**src/hw/rtl/vlc_pkg.sv**
```systemverilog
// Package: shared constants, types and the per-slot format function of the layout cache.
`timescale 1ns / 1ps
`default_nettype none
package vlc_pkg;

   localparam int VLC_TABLE_ENTRIES = 256;
   localparam int VLC_NUM_SLOTS     = 13;
   localparam int VLC_WALK_LEN      = 12;

   // status codes
   localparam logic [1:0] STATUS_FOUND = 2'd0;
   localparam logic [1:0] STATUS_ADDED = 2'd1;
   localparam logic [1:0] STATUS_FULL  = 2'd2;

   // element types
   localparam logic [1:0] ELEM_UBYTE = 2'd0;
   localparam logic [1:0] ELEM_FLOAT = 2'd1;
   localparam logic [1:0] ELEM_HALF  = 2'd2;

   // slot numbers
   localparam logic [3:0] SLOT_SEPARATE = 4'd12;

   // descriptor flag masks
   localparam logic [31:0] M_S3_PACKED = 32'h0088_0008;
   localparam logic [31:0] M_S3_FLOAT  = 32'h0000_0004;
   localparam logic [31:0] M_S4_PACKED = 32'h0100_0020;
   localparam logic [31:0] M_S4_FLOAT  = 32'h0000_0010;
   localparam logic [31:0] M_S5_PACKED = 32'h0200_0080;
   localparam logic [31:0] M_S5_FLOAT  = 32'h0000_0040;
   localparam logic [31:0] M_S1        = 32'h0000_0100;
   localparam logic [31:0] M_S2        = 32'h0000_0600;
   localparam logic [31:0] M_TEX_HALF  = 32'h0800_0000;
   localparam logic [31:0] M_S10_PACK  = 32'h0000_8000;
   localparam logic [31:0] M_S10_FLT   = 32'h0000_4000;
   localparam logic [31:0] M_S11_PACK  = 32'h0002_0000;
   localparam logic [31:0] M_S11_FLT   = 32'h0001_0000;
   localparam logic [31:0] M_S8_S9     = 32'h0400_0000;
   localparam logic [31:0] M_S12       = 32'h0040_0000;

   // order in which offsets are assigned
   localparam logic [3:0] WALK_ORDER [VLC_WALK_LEN] = '{
      4'd0, 4'd3, 4'd4, 4'd5, 4'd1, 4'd2, 4'd6, 4'd7, 4'd10, 4'd11, 4'd8, 4'd9
   };

   typedef struct packed {
      logic       on;
      logic [1:0] elem_type;
      logic [2:0] comps;
      logic       norm;
      logic [4:0] size;
   } slot_fmt_type;

   typedef struct packed {
      logic [1:0] elem_type;
      logic [2:0] comps;
      logic       norm;
      logic [6:0] offset;
   } slot_rec_type;

   // layout unit status toward the control
   typedef struct packed {
      logic                     busy;
      logic [VLC_NUM_SLOTS-1:0] en;
      logic [6:0]               stride;
      slot_rec_type             rec;
   } lay_stat_type;

   function automatic slot_fmt_type fmt(input logic on, input logic [1:0] et,
                                        input logic [2:0] c, input logic n,
                                        input logic [4:0] sz);
      slot_fmt_type f;
      f.on = on; f.elem_type = et; f.comps = c; f.norm = n; f.size = sz;
      return f;
   endfunction

   // format of one slot as a pure function of the descriptor
   function automatic slot_fmt_type slot_fmt(input logic [31:0] d, input logic [3:0] s);
      slot_fmt_type f;
      logic [2:0]   mode;
      logic         half;
      mode = d[13:11];
      half = |(d & M_TEX_HALF);
      f    = '0;
      case (s)
         4'd0: f = fmt(1'b1, ELEM_FLOAT, 3'd3, 1'b0, 5'd12);
         4'd3: begin
            if (|(d & M_S3_PACKED)) f = fmt(1'b1, ELEM_UBYTE, 3'd4, 1'b1, 5'd4);
            else if (|(d & M_S3_FLOAT)) f = fmt(1'b1, ELEM_FLOAT, 3'd3, 1'b0, 5'd12);
         end
         4'd4: begin
            if (|(d & M_S4_PACKED)) f = fmt(1'b1, ELEM_UBYTE, 3'd4, 1'b1, 5'd4);
            else if (|(d & M_S4_FLOAT)) f = fmt(1'b1, ELEM_FLOAT, 3'd3, 1'b0, 5'd12);
         end
         4'd5: begin
            if (|(d & M_S5_PACKED)) f = fmt(1'b1, ELEM_UBYTE, 3'd4, 1'b1, 5'd4);
            else if (|(d & M_S5_FLOAT)) f = fmt(1'b1, ELEM_FLOAT, 3'd3, 1'b0, 5'd12);
         end
         4'd1: if (|(d & M_S1)) f = fmt(1'b1, ELEM_UBYTE, 3'd4, 1'b1, 5'd4);
         4'd2: if (|(d & M_S2)) f = fmt(1'b1, ELEM_UBYTE, 3'd4, 1'b1, 5'd4);
         4'd6: begin
            if (half) begin
               case (mode)
                  3'd1:    f = fmt(1'b1, ELEM_HALF, 3'd2, 1'b0, 5'd4);
                  3'd2, 3'd3, 3'd4:
                           f = fmt(1'b1, ELEM_HALF, 3'd4, 1'b0, 5'd8);
                  default: f = '0;
               endcase
            end else begin
               case (mode)
                  3'd1, 3'd5: f = fmt(1'b1, ELEM_FLOAT, 3'd2, 1'b0, 5'd8);
                  3'd2, 3'd3, 3'd4:
                              f = fmt(1'b1, ELEM_FLOAT, 3'd4, 1'b0, 5'd16);
                  default:    f = '0;
               endcase
            end
         end
         4'd7: begin
            if (half) begin
               case (mode)
                  3'd3:    f = fmt(1'b1, ELEM_HALF, 3'd2, 1'b0, 5'd4);
                  3'd4:    f = fmt(1'b1, ELEM_HALF, 3'd4, 1'b0, 5'd8);
                  default: f = '0;
               endcase
            end else begin
               case (mode)
                  3'd3, 3'd5: f = fmt(1'b1, ELEM_FLOAT, 3'd2, 1'b0, 5'd8);
                  3'd4:       f = fmt(1'b1, ELEM_FLOAT, 3'd4, 1'b0, 5'd16);
                  default:    f = '0;
               endcase
            end
         end
         4'd10: begin
            if (|(d & M_S10_PACK)) f = fmt(1'b1, ELEM_UBYTE, 3'd4, 1'b1, 5'd4);
            else if (|(d & M_S10_FLT)) f = fmt(1'b1, ELEM_FLOAT, 3'd2, 1'b0, 5'd8);
         end
         4'd11: begin
            if (|(d & M_S11_PACK)) f = fmt(1'b1, ELEM_UBYTE, 3'd4, 1'b0, 5'd4);
            else if (|(d & M_S11_FLT)) f = fmt(1'b1, ELEM_FLOAT, 3'd3, 1'b0, 5'd12);
         end
         4'd8, 4'd9: if (|(d & M_S8_S9)) f = fmt(1'b1, ELEM_UBYTE, 3'd4, 1'b1, 5'd4);
         4'd12: if (|(d & M_S12)) f = fmt(1'b1, ELEM_FLOAT, 3'd3, 1'b0, 5'd0);
         default: f = '0;
      endcase
      return f;
   endfunction

endpackage
`default_nettype wire

```
**src/hw/rtl/vlc_layout.sv**
```systemverilog
// Layout unit: walks slots in offset order, keeps offsets, gives one slot record.
`timescale 1ns / 1ps
`default_nettype none
module vlc_layout
   import vlc_pkg::*;
(
   input  wire logic        clock,
   input  wire logic        reset,
   input  wire logic        start,
   input  wire logic [31:0] desc,
   input  wire logic [3:0]  sel,
   output lay_stat_type     stat
);

   logic         busy_ff, busy_in;
   logic [3:0]   pos_ff, pos_in;
   logic [6:0]   acc_ff, acc_in;
   logic [6:0]   off_ff [VLC_WALK_LEN];
   logic [3:0]   walk_slot;
   slot_fmt_type walk_fmt;
   slot_fmt_type sel_fmt;
   logic [VLC_NUM_SLOTS-1:0] slot_en;

   assign walk_slot = WALK_ORDER[pos_ff];
   assign walk_fmt  = slot_fmt(desc, walk_slot);

   // walk control
   always_comb begin
      busy_in = busy_ff;
      pos_in  = pos_ff;
      acc_in  = acc_ff;
      if (start) begin
         busy_in = 1'b1;
         pos_in  = '0;
         acc_in  = '0;
      end else if (busy_ff) begin
         if (walk_fmt.on) acc_in = acc_ff + 7'(walk_fmt.size);
         if (pos_ff == 4'(VLC_WALK_LEN - 1)) busy_in = 1'b0;
         else pos_in = pos_ff + 4'd1;
      end
   end

   always_ff @(posedge clock) begin
      if (reset) begin
         busy_ff <= 1'b0;
         pos_ff  <= '0;
      end else begin
         busy_ff <= busy_in;
         pos_ff  <= pos_in;
      end
   end

   always_ff @(posedge clock) begin
      acc_ff <= acc_in;
      if (busy_ff && walk_fmt.on) off_ff[walk_slot] <= acc_ff;
   end

   // enable mask and the selected record
   always_comb begin
      for (int i = 0; i < VLC_NUM_SLOTS; i++) begin
         slot_en[i] = slot_fmt(desc, 4'(i)).on;
      end
   end

   assign sel_fmt              = slot_fmt(desc, sel);
   assign stat.en              = slot_en;
   assign stat.busy            = busy_ff;
   assign stat.stride          = acc_ff;
   assign stat.rec.elem_type   = sel_fmt.elem_type;
   assign stat.rec.comps       = sel_fmt.comps;
   assign stat.rec.norm        = sel_fmt.norm;
   assign stat.rec.offset      = (sel < 4'(VLC_WALK_LEN)) ? off_ff[sel] : 7'd0;

endmodule
`default_nettype wire

```
**config.mk**
```make
export PLATFORM = sky130hd
export DESIGN_NAME = vlc_layout
export DESIGN_NICKNAME = d
export VERILOG_FILES = /design/src/hw/rtl/vlc_pkg.sv /design/src/hw/rtl/vlc_layout.sv
export SDC_FILE = /design/constraint.sdc
export NUM_CORES = 1
export LEC_CHECK = 0
export BUFFER_PORTS_ARGS = -buffer_cell sky130_fd_sc_hd__buf_2
export CAP_MARGIN = 30
export CORE_ASPECT_RATIO = 0.75
export CORE_MARGIN = 4
export CORE_UTILIZATION = 60
export CTS_BUF_LIST = sky130_fd_sc_hd__clkbuf_16
export DETAILED_ROUTE_END_ITERATION = 10
export PLACE_DENSITY = 0.86
export SYNTH_ARGS = -nofsm -noshare
export SYNTH_HDL_FRONTEND = slang
export SYNTH_SLANG_ARGS = --single-unit
```
**constraint.sdc**
```tcl
create_clock -name clock -period 6.7 [get_ports clock]
set_clock_uncertainty 0.1 [all_clocks]
set_input_delay 0 -clock clock [delete_from_list [all_inputs] [get_ports clock]]
set_output_delay 0 -clock clock [all_outputs]
set_load 0.03 [all_outputs]
```
==> impl_metrics.env <==
export IMPL_status="finished, final reports clean"
export IMPL_synth_edf_count=60
export IMPL_io_pins=73
export IMPL_syn_avg_cell_area_um2=12.5
export IMPL_cap_violations=0
export IMPL_path_cells="ha_1 > or3b_1 > a32o_2 > nor4_4 > nand2_1 > ha_1 > fa_1 > a21oi_1 > a211oi_1 > mux2_1"
export IMPL_dieHeight_um=76.2
export IMPL_arrival_ns=3.84
export IMPL_cp_start_kind="register"
export IMPL_final_cell_mix="edfxtp_1 (60), buf_2 (58), nand2_1 (22)"
export IMPL_num_antenna_cells=0
export IMPL_antenna_found_initial=0
export IMPL_finalCriticalPeriod_ns=3.73
export IMPL_post_cts_resized=0
export IMPL_cp_slowest_cell="dfxtp_1"
export IMPL_vias=2676
export IMPL_internal_power_uw=773
export IMPL_finalMaxSlewViolations=0
export IMPL_critPathMaxStageDelay_ns=0.64
export IMPL_cts_tree="yes"
export IMPL_critPathKind="reg2reg"
export IMPL_nNetsFinal=385
export IMPL_clock_path_buffers=2
export IMPL_coreArea_um2=5920
export IMPL_clock_sinks=70
export IMPL_grt_use_total=0.243
export IMPL_crit_path_max_fanout=13
export IMPL_vdd_drop_max_mv=0.148
export IMPL_gp_congestion=0.933
export IMPL_ys_seq_elements=70
export IMPL_worst_path_stages=10
export IMPL_power_leakage_uw=0.00157
export IMPL_worst_pin_slew_ns=0.746
export IMPL_yosysWarnings=0
export IMPL_hold_path_depth=2
export IMPL_wire_per_inst_um=20.5
export IMPL_initial_utilization=0.628
export IMPL_drive_gt1_frac=0.293
export IMPL_worstRegToRegCells=10
export IMPL_die_x_um=98.9
export IMPL_dpl_cell_area_um2=3940
export IMPL_grt_overflow=0
export IMPL_max_freq_ghz=0.268
export IMPL_rsz0062_at_grt="false"
export IMPL_worst_hold_slack_ns=0.169
export IMPL_fin_crit_sh=0.556
export IMPL_end_kind="register"
export IMPL_critPathBufInv=0
export IMPL_grt_pass1_vias=2495
export IMPL_clk_pin_slew_worst_paths_ns=0.06
export IMPL_clock_latency_ns=0.32
export IMPL_synth_cells=298
export IMPL_fin_area_um2=4220
export IMPL_ys_types=57
export IMPL_ys_seq_area_frac=0.539
export IMPL_io_buffers=58
export IMPL_ant_nets=0
export IMPL_ys_flop_type="edfxtp_1"
export IMPL_tns_ns=0
export IMPL_cts_setup_buffers=0
export IMPL_sw_frac_of_total=0.249
export IMPL_cts_root_buf="clkbuf_16"
export IMPL_mostFrequentLayoutCell="edfxtp_1"
export IMPL_cp_top_family="adder cells"
export IMPL_synth_async_reset_ratio=0
export IMPL_p_sw_uw=256
export IMPL_drtPass1Iterations=6
export IMPL_setup_viol_count_final=0
export IMPL_power_frac_comb=0.126
export IMPL_routed_wl_um=8690
export IMPL_dp_final_hpwl_um=6060
export IMPL_hp_class="in2out"
export IMPL_rows=24
export IMPL_drc=0
export IMPL_p_per_area_nw_per_um2=244
export IMPL_slew_headroom=0.501
export IMPL_grt_max_degree=27
export IMPL_syn_cell_area_um2=3720
export IMPL_crit_top_cell="ha_1"
export IMPL_area_delta_synth_final_pct=13.6
export IMPL_required_ns=6.81
export IMPL_final_hold_violation_count=0
export IMPL_drt_iter0_drc=373
export IMPL_ctsHtreeMaxLevel=3
export IMPL_cts_buffers=9
export IMPL_dieArea_um2=7530
export IMPL_via_per_inst=6.33
export IMPL_power_total_uw=1030
export IMPL_clkPwrFrac=0.391
export IMPL_grt_pass1_wl_um=14000
export IMPL_seq_power_share=0.483
==> stage by stage <==
step,utilization,worst slack [ns],instances
finish,0.713,2.97,423
global route,0.713,2.80,423
CTS,0.713,3.01,423
detailed placement,0.667,3.05,406
global placement,0.667,3.14,406
floorplan,-,3.75,301
==> layer usage <==
layer  part of all wire  track usage
met5                  0            0
met4              0.016       0.0532
met1               0.40        0.341
met3              0.097       0.0704
met2               0.49        0.378
==> cell usage after synthesis, types with 3 or more instances <==
cell type / count / share of area
nand3_1: 3 / 0.0040
clkbuf_1: 16 / 0.016
nand3b_1: 4 / 0.0081
edfxtp_1: 60 / 0.48
a31oi_1: 4 / 0.0067
or2_2: 4 / 0.0067
mux2i_1: 9 / 0.024
ha_1: 4 / 0.013
nor2b_1: 7 / 0.012
nor4_1: 3 / 0.0051
or3b_1: 3 / 0.0071
and3_1: 6 / 0.010
a211oi_1: 3 / 0.0061
xnor2_1: 3 / 0.0071
a21oi_1: 9 / 0.012
and3b_1: 3 / 0.0071
nand2_1: 22 / 0.022
nor3b_2: 4 / 0.013
dfxtp_1: 10 / 0.054
buf_4: 10 / 0.020
inv_1: 10 / 0.010
nand2b_1: 3 / 0.0051
o21ai_0: 17 / 0.023
mux4_2: 15 / 0.091
nor2_1: 12 / 0.012
nor3_1: 10 / 0.013
==> registers in the layout (all words and copies together) (netlist names) <==
register  cells
acc_ff        5
busy_ff       1
pos_ff        4
off_ff       60
==> power by group through the flow <==
stage | Sequential [uW] | Combinational (uW) | Clock, uW
floorplan | 504 | 92.4 | 0
global placement | 505 | 123 | 0
detailed placement | 506 | 127 | 0
CTS | 498 | 129 | 405
global route | 500 | 140 | 432
finish | 497 | 130 | 402
==> worst paths after layout <==
kind,startpoint,endpoint,slack (ns)
min reg2reg,busy_ff$_SDFF_PP0_,acc_ff[6]$_SDFFE_PP0P_,0.59
min,desc[22],stat[32],0.17
max,pos_ff[0]$_SDFFE_PP0P_,acc_ff[6]$_SDFFE_PP0P_,2.97
max reg2reg,pos_ff[0]$_SDFFE_PP0P_,acc_ff[6]$_SDFFE_PP0P_,2.97
==> final cells by class <==
class	instances	area, um2
inverter	11	41.3
fill	424	1700
multi-input combinational	189	1510
sequential	70	2000
tap	78	97.6
timing repair buffer	60	310
clock inverter	6	31.3
clock buffer	9	225
==> repair_timing <==
item / CTS / global route
endpoints found under the setup margin: 0 / 0
hold buffers: 2 / 0
endpoints found under the hold margin: 7 / 0
==> worst register-to-register path, cell delays in order, from the launching register on <==
cell and delay (ns):
dfxtp_1 0.64, ha_1 0.48, or3b_1 0.43, a32o_2 0.24, nor4_4 0.38, nand2_1 0.12
ha_1 0.23, fa_1 0.41, a21oi_1 0.18, a211oi_1 0.08, mux2_1 0.33
==> cells by family after synthesis <==
| kind of cell | after synthesis | share of synthesized area |
|---|---|---|
| simple gates | 100 | 0.164 |
| xor+xnor | 5 | 0.0118 |
| other cells | 2 | 0.00202 |
| flops | 70 | 0.539 |
| buf+inv | 42 | 0.0572 |
| mux | 26 | 0.121 |
| compound gates | 48 | 0.0865 |
| fa+ha+maj | 5 | 0.0189 |
(Power assumes the default switching activity.)
