==> src/hw/rtl/vlc_pkg.sv <==
// Package: shared constants, types and the per-slot format function of the layout cache.
`timescale 1ns / 1ps
`default_nettype none
package vlc_pkg;

   localparam int VLC_TABLE_ENTRIES = 256;
   localparam int VLC_NUM_SLOTS     = 13;
   localparam int VLC_WALK_LEN      = 12;

   // status codes
   localparam logic [1:0] STATUS_FOUND = 2'd0;
   localparam logic [1:0] STATUS_ADDED = 2'd1;
   localparam logic [1:0] STATUS_FULL  = 2'd2;

   // element types
   localparam logic [1:0] ELEM_UBYTE = 2'd0;
   localparam logic [1:0] ELEM_FLOAT = 2'd1;
   localparam logic [1:0] ELEM_HALF  = 2'd2;

   // slot numbers
   localparam logic [3:0] SLOT_SEPARATE = 4'd12;

   // descriptor flag masks
   localparam logic [31:0] M_S3_PACKED = 32'h0088_0008;
   localparam logic [31:0] M_S3_FLOAT  = 32'h0000_0004;
   localparam logic [31:0] M_S4_PACKED = 32'h0100_0020;
   localparam logic [31:0] M_S4_FLOAT  = 32'h0000_0010;
   localparam logic [31:0] M_S5_PACKED = 32'h0200_0080;
   localparam logic [31:0] M_S5_FLOAT  = 32'h0000_0040;
   localparam logic [31:0] M_S1        = 32'h0000_0100;
   localparam logic [31:0] M_S2        = 32'h0000_0600;
   localparam logic [31:0] M_TEX_HALF  = 32'h0800_0000;
   localparam logic [31:0] M_S10_PACK  = 32'h0000_8000;
   localparam logic [31:0] M_S10_FLT   = 32'h0000_4000;
   localparam logic [31:0] M_S11_PACK  = 32'h0002_0000;
   localparam logic [31:0] M_S11_FLT   = 32'h0001_0000;
   localparam logic [31:0] M_S8_S9     = 32'h0400_0000;
   localparam logic [31:0] M_S12       = 32'h0040_0000;

   // order in which offsets are assigned
   localparam logic [3:0] WALK_ORDER [VLC_WALK_LEN] = '{
      4'd0, 4'd3, 4'd4, 4'd5, 4'd1, 4'd2, 4'd6, 4'd7, 4'd10, 4'd11, 4'd8, 4'd9
   };

   typedef struct packed {
      logic       on;
      logic [1:0] elem_type;
      logic [2:0] comps;
      logic       norm;
      logic [4:0] size;
   } slot_fmt_type;

   typedef struct packed {
      logic [1:0] elem_type;
      logic [2:0] comps;
      logic       norm;
      logic [6:0] offset;
   } slot_rec_type;

   // layout unit status toward the control
   typedef struct packed {
      logic                     busy;
      logic [VLC_NUM_SLOTS-1:0] en;
      logic [6:0]               stride;
      slot_rec_type             rec;
   } lay_stat_type;

   function automatic slot_fmt_type fmt(input logic on, input logic [1:0] et,
                                        input logic [2:0] c, input logic n,
                                        input logic [4:0] sz);
      slot_fmt_type f;
      f.on = on; f.elem_type = et; f.comps = c; f.norm = n; f.size = sz;
      return f;
   endfunction

   // format of one slot as a pure function of the descriptor
   function automatic slot_fmt_type slot_fmt(input logic [31:0] d, input logic [3:0] s);
      slot_fmt_type f;
      logic [2:0]   mode;
      logic         half;
      mode = d[13:11];
      half = |(d & M_TEX_HALF);
      f    = '0;
      case (s)
         4'd0: f = fmt(1'b1, ELEM_FLOAT, 3'd3, 1'b0, 5'd12);
         4'd3: begin
            if (|(d & M_S3_PACKED)) f = fmt(1'b1, ELEM_UBYTE, 3'd4, 1'b1, 5'd4);
            else if (|(d & M_S3_FLOAT)) f = fmt(1'b1, ELEM_FLOAT, 3'd3, 1'b0, 5'd12);
         end
         4'd4: begin
            if (|(d & M_S4_PACKED)) f = fmt(1'b1, ELEM_UBYTE, 3'd4, 1'b1, 5'd4);
            else if (|(d & M_S4_FLOAT)) f = fmt(1'b1, ELEM_FLOAT, 3'd3, 1'b0, 5'd12);
         end
         4'd5: begin
            if (|(d & M_S5_PACKED)) f = fmt(1'b1, ELEM_UBYTE, 3'd4, 1'b1, 5'd4);
            else if (|(d & M_S5_FLOAT)) f = fmt(1'b1, ELEM_FLOAT, 3'd3, 1'b0, 5'd12);
         end
         4'd1: if (|(d & M_S1)) f = fmt(1'b1, ELEM_UBYTE, 3'd4, 1'b1, 5'd4);
         4'd2: if (|(d & M_S2)) f = fmt(1'b1, ELEM_UBYTE, 3'd4, 1'b1, 5'd4);
         4'd6: begin
            if (half) begin
               case (mode)
                  3'd1:    f = fmt(1'b1, ELEM_HALF, 3'd2, 1'b0, 5'd4);
                  3'd2, 3'd3, 3'd4:
                           f = fmt(1'b1, ELEM_HALF, 3'd4, 1'b0, 5'd8);
                  default: f = '0;
               endcase
            end else begin
               case (mode)
                  3'd1, 3'd5: f = fmt(1'b1, ELEM_FLOAT, 3'd2, 1'b0, 5'd8);
                  3'd2, 3'd3, 3'd4:
                              f = fmt(1'b1, ELEM_FLOAT, 3'd4, 1'b0, 5'd16);
                  default:    f = '0;
               endcase
            end
         end
         4'd7: begin
            if (half) begin
               case (mode)
                  3'd3:    f = fmt(1'b1, ELEM_HALF, 3'd2, 1'b0, 5'd4);
                  3'd4:    f = fmt(1'b1, ELEM_HALF, 3'd4, 1'b0, 5'd8);
                  default: f = '0;
               endcase
            end else begin
               case (mode)
                  3'd3, 3'd5: f = fmt(1'b1, ELEM_FLOAT, 3'd2, 1'b0, 5'd8);
                  3'd4:       f = fmt(1'b1, ELEM_FLOAT, 3'd4, 1'b0, 5'd16);
                  default:    f = '0;
               endcase
            end
         end
         4'd10: begin
            if (|(d & M_S10_PACK)) f = fmt(1'b1, ELEM_UBYTE, 3'd4, 1'b1, 5'd4);
            else if (|(d & M_S10_FLT)) f = fmt(1'b1, ELEM_FLOAT, 3'd2, 1'b0, 5'd8);
         end
         4'd11: begin
            if (|(d & M_S11_PACK)) f = fmt(1'b1, ELEM_UBYTE, 3'd4, 1'b0, 5'd4);
            else if (|(d & M_S11_FLT)) f = fmt(1'b1, ELEM_FLOAT, 3'd3, 1'b0, 5'd12);
         end
         4'd8, 4'd9: if (|(d & M_S8_S9)) f = fmt(1'b1, ELEM_UBYTE, 3'd4, 1'b1, 5'd4);
         4'd12: if (|(d & M_S12)) f = fmt(1'b1, ELEM_FLOAT, 3'd3, 1'b0, 5'd0);
         default: f = '0;
      endcase
      return f;
   endfunction

endpackage
`default_nettype wire

==> src/hw/rtl/vlc_cell.sv <==
// Search cell: holds one stored key and passes the hit token to its neighbor.
`timescale 1ns / 1ps
`default_nettype none
module vlc_cell
   import vlc_pkg::*;
#(
   parameter int IDX_W = 8
) (
   input  wire logic             clock,
   input  wire logic             reset,
   input  wire logic             write_en,
   input  wire logic [31:0]      key,
   input  wire logic             entry_valid,
   input  wire logic [IDX_W-1:0] own_index,
   input  wire logic             found_in,
   input  wire logic [IDX_W-1:0] index_in,
   output logic                  found_out,
   output logic [IDX_W-1:0]      index_out
);

   logic [31:0]      key_ff;
   logic             found_ff;
   logic [IDX_W-1:0] index_ff;
   logic             match;

   assign match = entry_valid && (key_ff == key);

   // key storage
   always_ff @(posedge clock) begin
      if (write_en) key_ff <= key;
   end

   // hit token, first match upstream wins
   always_ff @(posedge clock) begin
      if (reset) found_ff <= 1'b0;
      else       found_ff <= found_in | match;
   end

   always_ff @(posedge clock) begin
      index_ff <= found_in ? index_in : own_index;
   end

   assign found_out = found_ff;
   assign index_out = index_ff;

endmodule
`default_nettype wire

==> config.mk <==
export PLATFORM = sky130hd
export DESIGN_NAME = vlc_cell
export DESIGN_NICKNAME = d
export VERILOG_FILES = /design/src/hw/rtl/vlc_pkg.sv /design/src/hw/rtl/vlc_cell.sv
export SDC_FILE = /design/constraint.sdc
export NUM_CORES = 1
export LEC_CHECK = 0
export ABC_CLOCK_PERIOD_IN_PS = 1300
export BUFFER_PORTS_ARGS = -buffer_cell sky130_fd_sc_hd__buf_4
export CAP_MARGIN = 40
export CORE_ASPECT_RATIO = 0.5
export CORE_MARGIN = 10
export CORE_UTILIZATION = 47
export DETAILED_ROUTE_END_ITERATION = 10
export PLACE_DENSITY = 0.84
export SLEW_MARGIN = 20
export SYNTH_ARGS = -nofsm -noshare
export SYNTH_HDL_FRONTEND = slang
export SYNTH_SLANG_ARGS = --single-unit
==> constraint.sdc <==
create_clock -name clock -period 1.3 [get_ports clock]
set_clock_uncertainty 0.05 [all_clocks]
set_input_delay 0.13 -clock clock [delete_from_list [all_inputs] [get_ports clock]]
set_output_delay 0.13 -clock clock [all_outputs]
set_load 0.02 [all_outputs]
==> results of run 1 <==
## layout make-up
class | instances | share of cell area [%]
Clock buffer | 7 | 3.33
Clock inverter | 1 | 1.16
Inverter | 1 | 0.145
Multi-Input combinational cell | 52 | 18.9
Sequential cell | 41 | 44.1
Tap cell | 40 | 1.93
Timing Repair Buffer | 94 | 30.4
## kinds of logic (layout without fill, tap and decap cells)
| group | Yosys count | in the layout | synth area share (%) |
|---|---|---|---|
| muxes | 8 | 8 | 5.62 |
| and+or+nand+nor | 11 | 11 | 4.76 |
| DFF | 41 | 41 | 71.2 |
| AOI/OAI and AO/OA | 1 | 1 | 0.391 |
| xor gates and xnor gates | 32 | 32 | 17.5 |
| buffers and inverters | 2 | 103 | 0.546 |
## flip-flops by register name, indices dropped and copies added (netlist names)
name       flops
found_out      1
index_out      8
key_ff        32
## report_power, final
part | total, µW | leakage [µW] | switching (µW) | internal (µW)
logic | 484 | 0.000584 | 188 | 296
clock network | 1050 | 0.0000585 | 426 | 626
registers | 1570 | 0.000389 | 47.5 | 1520
total | 3110 | 0.00103 | 662 | 2450
## path summary, 6_finish.rpt
path	from	endpoint
max	key_ff[30]	found_out
min	index_in[5]	index_out[5]
max reg2reg	key_ff[30]	found_out
min reg2reg	key_ff[13]	found_out
## timing repair
action / 4_1_cts / 5_1_grt
endpoints found under the setup margin: 1 / 1
hold buffers: 32 / 1
resized for setup: 1 / 4
hold endpoints to repair: 33 / 1
pin swaps: 0 / 1
## cells in the final DEF, fill, tap and decap left out, types with 2 or more instances in the layout
cell type	count
buf_4	61
clkbuf_8	6
dfxtp_1	9
dlygate4sd3_1	33
edfxtp_1	32
mux2_2	8
nand4_1	6
nor4_1	2
xnor2_1	19
xnor2_2	4
xor2_1	9
## per-stage QoR
step                hold WS, ns  cell area [µm²]  setup TNS, ns  setup slack (ns)  std cells
floorplan                 0.179             1600              0             0.133         95
global placement          0.275             2110        -0.0164           -0.0164        195
detailed placement        0.276             2110        -0.0768           -0.0768        195
CTS                     -0.0222             2550        -0.0790           -0.0790        235
global route             0.0107             2590         -0.222            -0.222        236
finish                   0.0152             2590         -0.148            -0.148        236
## layer usage
layer / up-vias / GRT usage, % / share of wire, %
li1: 547 / - / -
met1: 561 / 15.9 / 38
met2: 48 / 27.9 / 53
met3: 6 / 5.14 / 7.2
met4: 0 / 5.18 / 1.5
met5: - / 0 / 0
## worst max-delay path, delay by kind of cell, from the launching register on
kind            cells  cell delay [ns]
xor+xnor            1             0.20
compound gates      1             0.12
simple gates        3             0.60
flops               1             0.42
==> run summary, run 1 <==
Worst Reg2Reg Path Length in Cells -> 5
filler instances -> 160
Synthesized Nets -> 148
FMAX -> 690 MHz
setup violators final -> 1
Die Area -> 0.00629 mm²
Top Ports -> 62
Synth area leader -> edfxtp_1
Final Power -> 3110 µW
Avg Vias per Cell -> 4.92
WHS Path Cells -> 2
crit-path max cell delay -> 0.42 ns
Max transition margin -> 72.1%
nets -> 248
Routed Antenna Nets -> 0
Slowest-stage cell, CP -> edfxtp_1
MaxCap Viol Count -> 0
Iter 0 DRT Violations -> 56
total track usage -> 15.0%
worst skew pair latency -> 0.29 ns
DRT Pass-1 Iters -> 4
Area Growth Syn to Fin -> 61.5%
run status -> finished, violations left
Initial Util -> 51.1%
GPL Wtd Cong -> 0.738
Tcrit/Tclk final -> 111%
# rows -> 14
Synth cell types -> 12
Critical Path End Type -> flip-flop
cell breakdown of the critical path -> xnor2_1 > nand4_1 > nor4_2 > nand4_1 > o22ai_1
Power Density -> 1200 mW/mm²
Mapped Avg Cell Area -> 16.9 µm²
Port Buf Inserts -> 61
Top FF cell, synth -> edfxtp_1
Multi-input gate area -> 489 µm²
asr flop ratio synth -> 0%
Peak VDD IR -> 0.784 mV
Sink Count -> 41
number of flops mapped to enable cells by yosys -> 32
Worst Path Required -> 1.47 ns
largest cells by area after synthesis -> edfxtp_1, xnor2_1, dfxtp_1
Die X -> 103 µm
Leak -> 0.00103 µW
Yosys top cell area share -> 60.0%
sequential cell area fraction in the yosys report -> 71.2%
Worst Path Class, Setup -> reg -> reg
cell mode on critical path -> nand4_1
CTS tree -> yes
H-tree levels -> 2
routed len/inst -> 19.4 µm
violated checks -> setup timing
unrepaired setup endpoints after global routing -> yes
largest net degree at the start of global routing -> 33
Startpoint Class -> flip-flop
Die Span Y -> 61.3 µm
Root Buffer -> clkbuf_8
Core Region -> 0.00314 mm²
Worst Tran Pin Value -> 0.419 ns
postcts setup bufs -> 0
Worst Path Arrival -> 1.62 ns
final WL -> 4.58 mm
Mapped Cells -> 95
first-pass GRT wire length -> 7.04 mm
commonest cells in the synthesized netlist -> edfxtp_1, xnor2_1, dfxtp_1, xor2_1, mux2_2
Tmin final -> 1.45 ns
via count of the routed design -> 1,162
setup slack after layout -> -0.148 ns
worst min path class -> in -> reg
DRC -> 0
number of global-route vias before repair -> 1,357
post-layout util -> 82.6%
flop and latch count out of synthesis -> 41
global route overflow -> 0
Final Hold Violating Endpoints -> 0
flop2flop setup slack -> -0.15 ns
synthesized area -> 0.00160 mm²
initial antenna violation count -> 0
CTS buffer count -> 5
clock-pin transition on the worst setup and hold timing paths -> 0.08 ns
Storage cell area -> 0.00114 mm²
share of post-route cells with drive strength above 1 -> 41.8%
Final Slew Violations -> 0
# diodes -> 0
Ys Warns -> 0
clk buf depth -> 2
count leader, synth -> edfxtp_1
CP Max Fanout -> 1
Note: power is estimated with default switching activity, not from simulation.
==> run 2, diff against run 1 <==
- SKIP_CTS_REPAIR_TIMING: default -> 1
==> run summary, run 2 (synthesis gave the netlist of run 1 again) <==
run status -> finished, violations left
violated checks -> hold timing, setup timing
Worst Path Arrival -> 1.64 ns (+0.02 ns)
# rows -> 14 (unchanged)
Iter 0 DRT Violations -> 25 (-55%)
Startpoint Class -> flip-flop
Port Buf Inserts -> 61 (unchanged)
Final Slew Violations -> 0 (unchanged)
CP top delay family -> simple AND/OR/NAND/NOR gates
final WL -> 4.36 mm (-4.9%)
most frequent cells in the layout -> buf_4, dlygate4sd3_1, edfxtp_1
Top reg by flops -> key_ff
unrepaired setup endpoints after global routing -> yes
Root Buffer -> clkbuf_8
Leak -> 0.00100 µW (-2.6%)
Peak VDD IR -> 0.795 mV (+1.4%)
via count of the routed design -> 1,162 (unchanged)
Worst Path Required -> 1.48 ns (about the same)
Tmin final -> 1.46 ns (+0.0146 ns)
cell breakdown of the critical path -> xnor2_1 > nand4_1 > nor4b_2 > nand4_1 > o22ai_1
Top Ports -> 62 (unchanged)
CTS buffer count -> 5 (unchanged)
initial antenna violation count -> 0 (unchanged)
clock-pin transition on the worst setup and hold timing paths -> 0.09 ns (about the same)
Tcrit/Tclk final -> 113% (+1.1 points)
worst min path class -> in -> reg
Area Growth Syn to Fin -> 59.0%
Core Region -> 0.00314 mm² (unchanged)
Hold WS -> -0.0280 ns (-0.0432 ns)
CTS tree -> yes
CP Max Fanout -> 1 (unchanged)
leading cell type in the layout, fill and taps excluded -> buf_4
max FFs per register -> 32 (unchanged)
Slowest-stage cell, CP -> edfxtp_1
Routed Antenna Nets -> 0 (unchanged)
setup violators final -> 1 (unchanged)
MaxCap Viol Count -> 0 (unchanged)
DRT Pass-1 Iters -> 4 (unchanged)
Final Hold Violating Endpoints -> 1 (+1)
crit-path max cell delay -> 0.38 ns (-0.04 ns)
setup slack after layout -> -0.163 ns (-0.0146 ns)
routed len/inst -> 18.5 µm (-4.5%)
Avg Vias per Cell -> 4.94 (+0.43%)
Initial Util -> 51.1% (unchanged)
Sink Count -> 41 (unchanged)
GPL Wtd Cong -> 0.738 (unchanged)
FMAX -> 684 MHz (-1.0%)
placed inst area -> 0.00211 mm² (unchanged)
Critical Path End Type -> flip-flop
Place WS -> -0.0768 ns (unchanged)
# diodes -> 0 (unchanged)
share of post-route cells with drive strength above 1 -> 40.0% (-1.8 points)
Power Density -> 1220 mW/mm² (+1.8%)
DRC -> 0 (unchanged)
H-tree levels -> 2 (unchanged)
clk buf depth -> 2 (unchanged)
Die X -> 103 µm (unchanged)
flop2flop setup slack -> -0.16 ns (about the same)
nets -> 247 (-0.40%)
global route overflow -> 0 (unchanged)
largest net degree at the start of global routing -> 33 (unchanged)
cell mode on critical path -> nand4_1
first-pass GRT wire length -> 5.28 mm (-25%)
total track usage -> 11.0% (-4.0 points)
number of global-route vias before repair -> 1,095 (-19%)
Worst Path Class, Setup -> reg -> reg
Final Power -> 3120 µW (+0.24%)
Die Span Y -> 61.3 µm (unchanged)
post-route cell area -> 0.00255 mm² (-1.5%)
Max transition margin -> 69.9% (-2.1 points)
Die Area -> 0.00629 mm² (unchanged)
Worst Tran Pin Value -> 0.447 ns (+0.0279 ns)
worst skew pair latency -> 0.30 ns (about the same)
CP bufs+invs -> 0 (unchanged)
run 2: cell count changes in the layout (fill, tap and decap cells not counted):
cell / change
xnor2_1: +4
xnor2_2: -4
dlygate4sd3_1: -1
run 2: worst register-to-register path, stage by stage, from the launching register on:
cell	delay [ns]
edfxtp_1	0.38
xnor2_1	0.22
nand4_1	0.15
nor4b_2	0.32
nand4_1	0.14
o22ai_1	0.13
run 2: layer usage:
| layer | vias to the layer above | global-route usage [%] | wire, µm |
|---|---|---|---|
| li1 | 545 | - | - |
| met1 | 548 | 11.8 | 1760 |
| met2 | 56 | 19.0 | 2170 |
| met3 | 13 | 4.80 | 296 |
| met4 | 0 | 4.78 | 123 |
| met5 | - | 0 | 0 |
run 2: worst paths after layout:
| path | endpoint | cells after the start | start |
|---|---|---|---|
| worst max-delay path | found_out | 5 | key_ff[3] |
| worst min-delay path | key_ff[5] | 1 | key[5] |
| worst max register to register | found_out | 5 | key_ff[3] |
| worst min register to register | found_out | 3 | key_ff[13] |
run 2: cell type report:
cell class / instances / area, µm²
Tap cell: 40 / 50.0
Inverter: 1 / 3.75
Timing Repair Buffer: 93 / 778
Multi-Input combinational cell: 52 / 459
Clock buffer: 7 / 86.3
Clock inverter: 1 / 30.0
Fill cell: 165 / 587
Sequential cell: 41 / 1140
run 2: power by group:
part	switching [µW]	leakage, µW	total [µW]	internal, µW
Combinational	180	0.000557	465	284
Clock	457	0.0000585	1080	627
Sequential	43.7	0.000389	1570	1520
run 2: per-stage QoR:
step                setup TNS (ns)  utilization (%)  cells
CTS                        -0.0981             70.9    203
global route                -0.297             81.3    235
finish                      -0.163             81.3    235
floorplan                        0                -     95
detailed placement         -0.0768             67.2    195
global placement           -0.0164             67.2    195
==> run 3, diff against run 2 <==
- ABC_CLOCK_PERIOD_IN_PS: 1300 -> 1800
- CORE_MARGIN: 10 -> default
- MAX_ROUTING_LAYER: default -> met4
- clock period: 1.3 -> 1.8 ns (I/O delays scaled with it)
==> run summary, run 3 (synthesis gave the netlist of run 1 again) <==
run status -> complete, no violations
Die Span Y -> 43.3 µm (-29%)
# rows -> 14 (unchanged)
setup violators final -> 0 (-1)
P_sw -> 429 µW (-37%)
share of post-route cells with drive strength above 1 -> 46.6% (+6.6 points)
H-tree levels -> 2 (unchanged)
Top reg by flops -> key_ff
Critical Path End Type -> flip-flop
post-route cell area -> 0.00220 mm² (-14%)
initial antenna violation count -> 0 (unchanged)
Tmin final -> 1.49 ns (+0.0225 ns)
total track usage -> 17.3% (+6.3 points)
Worst Tran Pin Value -> 0.410 ns (-0.0371 ns)
Switching Share -> 21.4% (-0.41 points)
Startpoint Class -> flip-flop
Tcrit/Tclk final -> 82.5% (-30 points)
FMAX -> 673 MHz (-1.5%)
Avg Vias per Cell -> 4.91 (-0.77%)
clock network power share -> 30.1% (-4.7 points)
Most Used Layer, Global Route -> met2
number of global-route vias before repair -> 1,044 (-4.7%)
Final Hold Violating Endpoints -> 0 (-1)
Port Buf Inserts -> 61 (unchanged)
GPL Wtd Cong -> 0.696 (-5.6%)
Logic pwr share -> 13.4% (-1.5 points)
clk buf depth -> 2 (unchanged)
nets -> 215 (-13%)
worst skew pair latency -> 0.28 ns (-0.02 ns)
Core Region -> 0.00312 mm² (-0.56%)
routed len/inst -> 14.2 µm (-24%)
CP Max Fanout -> 1 (unchanged)
worst min path class -> in -> reg
Power Density -> 912 mW/mm² (-25%)
Place WS -> 0.358 ns (+0.435 ns)
Max transition margin -> 72.7% (+2.7 points)
MaxCap Viol Count -> 0 (unchanged)
Routed Antenna Nets -> 0 (unchanged)
# diodes -> 0 (unchanged)
global route overflow -> 0 (unchanged)
Final Slew Violations -> 0 (unchanged)
largest net degree at the start of global routing -> 33 (unchanged)
Top Ports -> 62 (unchanged)
Final Power -> 2000 µW (-36%)
P_int -> 1570 µW (-35%)
unrepaired setup endpoints after global routing -> no
DRC -> 0 (unchanged)
leading cell type in the layout, fill and taps excluded -> buf_4
placed inst area -> 0.00211 mm² (unchanged)
sequential share of power -> 56.5% (+6.2 points)
Sink Count -> 41 (unchanged)
Root Buffer -> clkbuf_8
Worst Path Required -> 1.96 ns (+0.48 ns)
Die Area -> 0.00366 mm² (-42%)
CTS buffer count -> 5 (unchanged)
Peak VDD IR -> 0.503 mV (-37%)
Iter 0 DRT Violations -> 43 (+72%)
Die X -> 84.6 µm (-18%)
first-pass GRT wire length -> 4.49 mm (-15%)
max FFs per register -> 32 (unchanged)
flop2flop setup slack -> 0.31 ns (+0.48 ns)
global routing usage on met2 -> 28.6% (+9.6 points)
Leak -> 0.000858 µW (-15%)
Hold WS -> 0.0347 ns (+0.0627 ns)
setup slack after layout -> 0.315 ns (+0.478 ns)
DRT Pass-1 Iters -> 6 (+2)
Initial Util -> 51.4% (+0.29 points)
clock-pin transition on the worst setup and hold timing paths -> 0.08 ns (about the same)
CTS tree -> yes
final WL -> 2.88 mm (-34%)
Total Neg Setup Slack -> 0 ns (+0.163 ns)
met3 Use GR -> 5.64% (+0.84 points)
Area Growth Syn to Fin -> 37.0%
Worst Path Arrival -> 1.65 ns (about the same)
most frequent cells in the layout -> buf_4, edfxtp_1, xnor2_1
via count of the routed design -> 996 (-14%)
Worst Path Class, Setup -> reg -> reg
routing usage on met1 -> 19.6% (+7.8 points)
-- run 3: cell types whose count changed in the layout (fill, tap and decap cells not counted) --
cell           delta
nor4_2            -1
nor4_1            +1
dlygate4sd3_1    -32
bufinv_16         -1
clkbuf_1          +1
-- run 3: critical path, stage by stage, from the launching register on --
cell	delay [ns]
edfxtp_1	0.39
xnor2_1	0.16
nand4_1	0.10
nor4_1	0.40
nand4_1	0.16
o22ai_1	0.15
-- run 3: final timing paths --
check / startpoint / to / cells after the start
setup reg to reg: key_ff[11] / found_out / 5
hold / removal: key[5] / key_ff[5] / 1
hold reg to reg: key_ff[0] / found_out / 3
setup / recovery: key_ff[11] / found_out / 5
-- run 3: layout make-up --
type | count | area (µm²)
Clock buffer | 8 | 90.1
Inverter | 1 | 3.75
Fill cell | 231 | 922
Timing Repair Buffer | 61 | 458
Tap cell | 40 | 50.0
Multi-Input combinational cell | 52 | 453
Sequential cell | 41 | 1140
-- run 3: metrics by stage --
stage          std cells  util, %
2_1_floorplan         95        -
3_3_place_gp         195     67.5
3_5_place_dp         195     67.5
4_1_cts              203     70.4
5_1_grt              203     70.4
6_report             203     70.4
-- run 3: layer usage --
metal	part of all wire (%)	wire, µm
met1	44	1270
met2	50	1430
met3	4.9	140
met4	1.0	29
met5	0	0
-- run 3: power by group through the flow --
stage	combinational, µW	clock (µW)	sequential [µW]
floorplan	97.0	0	1170
global placement	262	0	1150
detailed placement	271	0	1150
CTS	272	617	1130
global route	288	650	1140
finish	269	604	1130
